**config.mk**
```make
export PLATFORM = sky130hd
export DESIGN_NAME = vmvs_ctrl
export DESIGN_NICKNAME = d
export VERILOG_FILES = /design/src/design/vmvs_pkg.sv /design/src/design/vmvs_ctrl.sv
export SDC_FILE = /design/constraint.sdc
export NUM_CORES = 1
export LEC_CHECK = 0
export BUFFER_PORTS_ARGS = -buffer_cell sky130_fd_sc_hd__buf_4
export CORE_MARGIN = 2
export CORE_UTILIZATION = 45
export CTS_BUF_LIST = sky130_fd_sc_hd__clkbuf_2 sky130_fd_sc_hd__clkbuf_4 sky130_fd_sc_hd__clkbuf_8
export DETAILED_ROUTE_END_ITERATION = 8
export GPL_TIMING_DRIVEN = 0
export PLACE_DENSITY = 0.88
export RECOVER_POWER = 25
export SLEW_MARGIN = 30
export SYNTH_ARGS = -nofsm -noshare
export SYNTH_HDL_FRONTEND = slang
export SYNTH_SLANG_ARGS = --single-unit
```
**constraint.sdc**
```tcl
create_clock -name clk -period 2.4 [get_ports clk]
set_input_delay 0.36 -clock clk [delete_from_list [all_inputs] [get_ports clk]]
set_output_delay 0.36 -clock clk [all_outputs]
set_load 0.005 [all_outputs]
```
**src/design/vmvs_pkg.sv**
```systemverilog
package vmvs_pkg;

  // Stack geometry
  localparam int DEPTH = 1024;
  localparam int ADDR_W = $clog2(DEPTH);
  localparam int TOP_W = $clog2(DEPTH + 1);

  // Field widths
  localparam int CMD_W = 3;
  localparam int IDX_W = 12;
  localparam int TO_W = 10;
  localparam int TAG_W = 4;
  localparam int DATA_W = 64;
  localparam int STAT_W = 2;
  localparam int DEPTH_NOW_W = 11;

  // Signed width for index arithmetic: holds index, stack top and DEPTH
  localparam int RES_W = ((TOP_W > IDX_W) ? TOP_W : IDX_W) + 2;

  typedef enum logic [CMD_W-1:0] {
    CMD_PUSH = 3'd0,
    CMD_POP  = 3'd1,
    CMD_GET  = 3'd2,
    CMD_SET  = 3'd3,
    CMD_REV  = 3'd4
  } cmd_t;

  typedef enum logic [STAT_W-1:0] {
    ST_OK     = 2'd0,
    ST_OVER   = 2'd1,
    ST_UNDER  = 2'd2,
    ST_BADIDX = 2'd3
  } stat_code_t;

  typedef enum logic [0:0] {
    REG_NIL_TAG  = 1'b0,
    REG_NONE_TAG = 1'b1
  } cfg_reg_t;

  // One stack slot as stored in memory; written is low until first write
  typedef struct packed {
    logic              written;
    logic [TAG_W-1:0]  tag;
    logic [DATA_W-1:0] data;
  } slot_t;

  typedef enum logic [2:0] {
    WR_CLR    = 3'd0,
    WR_PUSH   = 3'd1,
    WR_POP    = 3'd2,
    WR_SET    = 3'd3,
    WR_REV_LO = 3'd4,
    WR_REV_HI = 3'd5
  } wr_sel_t;

  typedef enum logic [1:0] {
    RD_POP = 2'd0,
    RD_GET = 2'd1,
    RD_LO  = 2'd2,
    RD_HI  = 2'd3
  } rd_sel_t;

  // Commands from controller to datapath
  typedef struct packed {
    logic    take;
    logic    exec;
    logic    wr_en;
    wr_sel_t wr_sel;
    logic    rd_en;
    rd_sel_t rd_sel;
    logic    save_lo;
    logic    rev_step;
    logic    clr_step;
    logic    out_load;
  } ctl_t;

  // Status from datapath to controller
  typedef struct packed {
    logic [CMD_W-1:0] op;
    logic             ok;
    logic             rev_more;
    logic             clr_last;
  } dp_stat_t;

endpackage

```
**src/design/vmvs_ctrl.sv**
```systemverilog
module vmvs_ctrl import vmvs_pkg::*; (
  input  logic     clk,
  input  logic     rst,
  input  logic     in_valid,
  output logic     in_stall,
  output logic     out_valid,
  input  logic     out_stall,
  input  dp_stat_t dp_stat,
  output ctl_t     ctl
);

  typedef enum logic [8:0] {
    S_CLEAR   = 9'b000000001,
    S_IDLE    = 9'b000000010,
    S_EXEC    = 9'b000000100,
    S_POP_WB  = 9'b000001000,
    S_REV_LO  = 9'b000010000,
    S_REV_HI  = 9'b000100000,
    S_REV_WLO = 9'b001000000,
    S_REV_WHI = 9'b010000000,
    S_RESP    = 9'b100000000
  } state_t;

  state_t state, state_next;
  logic   out_free;

  assign in_stall = (state != S_IDLE);
  assign out_free = !out_valid || !out_stall;

  // Next state and datapath commands
  always_comb begin
    state_next = state;
    ctl = '0;
    ctl.wr_sel = WR_CLR;
    ctl.rd_sel = RD_POP;
    unique case (state)
      S_CLEAR: begin
        ctl.wr_en = 1'b1;
        ctl.wr_sel = WR_CLR;
        ctl.clr_step = 1'b1;
        if (dp_stat.clr_last) state_next = S_IDLE;
      end
      S_IDLE: begin
        if (in_valid) begin
          ctl.take = 1'b1;
          state_next = S_EXEC;
        end
      end
      S_EXEC: begin
        ctl.exec = 1'b1;
        state_next = S_RESP;
        unique case (dp_stat.op)
          CMD_PUSH: begin
            ctl.wr_en = dp_stat.ok;
            ctl.wr_sel = WR_PUSH;
          end
          CMD_POP: begin
            ctl.rd_en = dp_stat.ok;
            ctl.rd_sel = RD_POP;
            if (dp_stat.ok) state_next = S_POP_WB;
          end
          CMD_GET: begin
            ctl.rd_en = dp_stat.ok;
            ctl.rd_sel = RD_GET;
          end
          CMD_SET: begin
            ctl.wr_en = dp_stat.ok;
            ctl.wr_sel = WR_SET;
          end
          CMD_REV: begin
            if (dp_stat.ok) state_next = S_REV_LO;
          end
          default: begin
            state_next = S_RESP;
          end
        endcase
      end
      S_POP_WB: begin
        ctl.wr_en = 1'b1;
        ctl.wr_sel = WR_POP;
        state_next = S_RESP;
      end
      S_REV_LO: begin
        if (dp_stat.rev_more) begin
          ctl.rd_en = 1'b1;
          ctl.rd_sel = RD_LO;
          state_next = S_REV_HI;
        end else begin
          state_next = S_RESP;
        end
      end
      S_REV_HI: begin
        ctl.rd_en = 1'b1;
        ctl.rd_sel = RD_HI;
        ctl.save_lo = 1'b1;
        state_next = S_REV_WLO;
      end
      S_REV_WLO: begin
        ctl.wr_en = 1'b1;
        ctl.wr_sel = WR_REV_LO;
        state_next = S_REV_WHI;
      end
      S_REV_WHI: begin
        ctl.wr_en = 1'b1;
        ctl.wr_sel = WR_REV_HI;
        ctl.rev_step = 1'b1;
        state_next = S_REV_LO;
      end
      S_RESP: begin
        if (out_free) begin
          ctl.out_load = 1'b1;
          state_next = S_IDLE;
        end
      end
      default: begin
        state_next = S_IDLE;
      end
    endcase
  end

  // Advance state
  always_ff @(posedge clk) begin
    if (rst) begin
      state <= S_CLEAR;
    end else begin
      state <= state_next;
    end
  end

  // Hold result valid until its transfer
  always_ff @(posedge clk) begin
    if (rst) begin
      out_valid <= 1'b0;
    end else if (ctl.out_load) begin
      out_valid <= 1'b1;
    end else if (!out_stall) begin
      out_valid <= 1'b0;
    end
  end

endmodule

```
==> impl_metrics.yaml <==
hold_path:
  hp-start: "dp_stat[0]"
  hp-class: "in2reg"
route:
  dr.pass1.iters: 4
  vias: 841
  drt_iter0_drc: 19
  drt-total-wl_um: 2070
  wl_per_cell_um: 14.2
  routed_via_density: 5.76
  drc: 0
  ant_nets: 0
placed_design:
  dpl_worst_slack_ns: -0.120
  portBuffers: 24
  placed_cell_area_um2: 916
  dpl.hpwl_um: 1370
  routabilityCongestion: 0.854
floorplan:
  dieArea_um2: 1930
  start_util_pct: 47.5
  die_w_um: 43.9
  std_cell_rows: 14
  die_h_um: 43.9
  core-area_um2: 1510
  ios: 25
power:
  internal_power_mw: 0.311
  seq_power_share_pct: 40.2
  power.switching_mw: 0.118
  netSwitchingFraction_pct: 27.6
  p_leak_nw: 0.441
  vdd_drop_max_mv: 0.256
  p_per_area_nw_per_um2: 403
  comb_power_share_pct: 22.4
  clkPwrFrac_pct: 37.4
cells_and_area:
  layout_commonest_cell: "buf_4"
  fin_area_um2: 1070
  syn2layout_area_growth_pct: 49.0
  fillers: 117
  seqCellArea_um2: 208
  final_nets: 141
  diodes: 0
  drive_above_1_share_pct: 36.9
  utilization_pct: 70.8
  layout_common_cells: "buf_4, nor2_1, dfxtp_1"
  multiInputGateArea_um2: 524
timing:
  timing.final.ws_setup_ns: -0.259
  setup_viol: 8
  max_freq_mhz: 376
  drv_slew: 0
  slew_headroom_pct: 64.1
  setup_tns_ns: -1.29
  min_period_over_period_pct: 111
  rsz0062_at_grt: "true"
  tightestPinTransition_ns: 0.538
  fin_worst_skew_ns: 0.00388
  period_needed_ns: 2.66
  hold_viol_final: 0
clock_network:
  path_clk_slew_ns: 0.07
  h-tree-depth: 1
  cts_tree: "built"
  cts_root_buf: "clkbuf_4"
  clock_sinks: 10
  insertion_delay_ns: 0.27
  numCtsBuffers: 3
  clock_path_buffers: 2
global_route:
  gr-usage-met3_pct: 5.42
  antenna_found_initial: 0
  track_usage_pct: 23.3
  grt_first_pass_wirelength_um: 3350
  busiest_layer: "met2"
  grt_pass1_vias: 787
  grt_max_degree: 11
  use_met1_pct: 26.0
  grt_use_met2_pct: 40.0
  grt-ovfl-total: 0
synth:
  ys_types: 36
  yosys_register_bits: 10
  seq_area_frac_synth_pct: 28.0
  avgSynthCellArea_um2: 7.46
  synth_fp_nets: 106
  syn-cell-area_um2: 716
  yosysWarningCount: 0
  syn_inst: 96
critical_path:
  cp.arrival_ns: 2.30
  end_kind: "output port"
  cp-startpoint: "state[8]"
  reg2reg_from: "state[8]"
  path_class: "reg2out"
  critPathRequiredTime_ns: 2.04
  startpoint_type: "flip-flop"
  worstPathMaxFanout: 6
outcome:
  violations: "negative setup slack"
  status: "finished with violations"
run:
  drv_cap: 0
-- per-stage QoR --
stage / std cells / total power [mW] / hold WS (ns)
2_1_floorplan: 96 / 0.217 / 0.429
3_3_place_gp: 136 / 0.249 / 0.508
3_5_place_dp: 136 / 0.251 / 0.508
4_1_cts: 146 / 0.424 / 0.268
5_1_grt: 146 / 0.446 / 0.275
6_report: 146 / 0.429 / 0.267
-- registers in the layout, indices dropped and copies added, names as in the netlist --
| register | flops |
|---|---|
| out_valid | 1 |
| state | 9 |
-- Yosys cell counts --
library cell	n	share of area, %
xnor2_1	1	1.2
nor4_1	3	2.6
nand2_1	7	3.7
o31a_1	1	1.2
nand3_1	1	0.70
nor4b_2	1	2.1
or2b_1	1	1.0
or3b_2	1	1.2
nor2b_1	3	2.6
or4_1	1	1.0
nand4_1	3	2.6
a21o_1	1	1.0
o21bai_1	2	2.1
clkbuf_1	4	2.1
o21ai_0	5	3.5
a31oi_1	1	0.87
nor4bb_1	1	1.4
a21oi_1	4	2.8
buf_2	2	1.4
nand4b_1	1	1.2
nor3b_1	1	1.0
o211ai_1	1	1.0
mux2i_1	1	1.4
nor4b_1	4	4.9
nor3_1	4	2.8
o22ai_1	2	1.7
a211oi_1	1	1.0
or2_2	1	0.87
nor2_1	9	4.7
nand2b_1	6	5.2
xor2_1	3	3.7
a31o_2	1	1.2
inv_1	4	2.1
dfxtp_1	10	28
o31ai_1	1	1.0
or3_1	3	2.6
-- cell families after synthesis --
| logic type | after synthesis | synth area share [%] |
|---|---|---|
| AND/OR/NAND/NOR | 51 | 42.5 |
| AO/OA/AOI/OAI | 20 | 17.7 |
| flip-flops | 10 | 28.0 |
| buffers and inverters | 10 | 5.59 |
| XOR/XNOR | 4 | 4.90 |
| multiplexers | 1 | 1.40 |
-- routing by layer --
| layer | vias to the layer above | part of all wire (%) |
|---|---|---|
| met4 | 0 | 2.7 |
| met1 | 384 | 40 |
| li1 | 415 | - |
| met5 | - | 0 |
| met3 | 6 | 6.8 |
| met2 | 36 | 50 |
-- power by group through the flow --
stage          Clock (mW)  Combinational (mW)  Sequential (mW)
5_1_grt             0.169               0.104            0.173
3_5_place_dp            0              0.0732            0.178
3_3_place_gp            0              0.0710            0.178
6_report            0.160              0.0963            0.172
4_1_cts             0.158              0.0919            0.174
2_1_floorplan           0              0.0396            0.177
-- what timing repair did --
| item | in CTS | in global routing |
|---|---|---|
| endpoints found under the setup margin | 6 | 8 |
| gates resized for setup | 15 | 4 |
| hold buffers | 0 | 0 |
| setup buffers | 6 | 2 |
| pin swaps | 1 | 2 |
-- critical path, cell delays in order (launching register included) --
cell,delay (ns)
dfxtp_4,0.35
or3_4,0.39
or4_4,0.44
or3_1,0.37
buf_6,0.14
o31ai_4,0.20
buf_4,0.14
-- final timing paths --
path / cells after the start / slack (ns) / to
setup / recovery: 6 / -0.26 / ctl[10]
hold / removal: 2 / 0.27 / state[0]
setup reg to reg: 5 / 0.41 / state[3]
hold reg to reg: 2 / 0.53 / out_valid
-- area by class of cell --
cell class              count  share of cell area, %
flip-flops and latches     10                   19.5
repair buffers             31                   22.2
multi-input cells          76                   49.2
well taps                  16                   1.88
inverters                   4                   1.41
clock buffers               4                   3.40
plain buffers               5                   2.46
(Power assumes the default switching activity.)
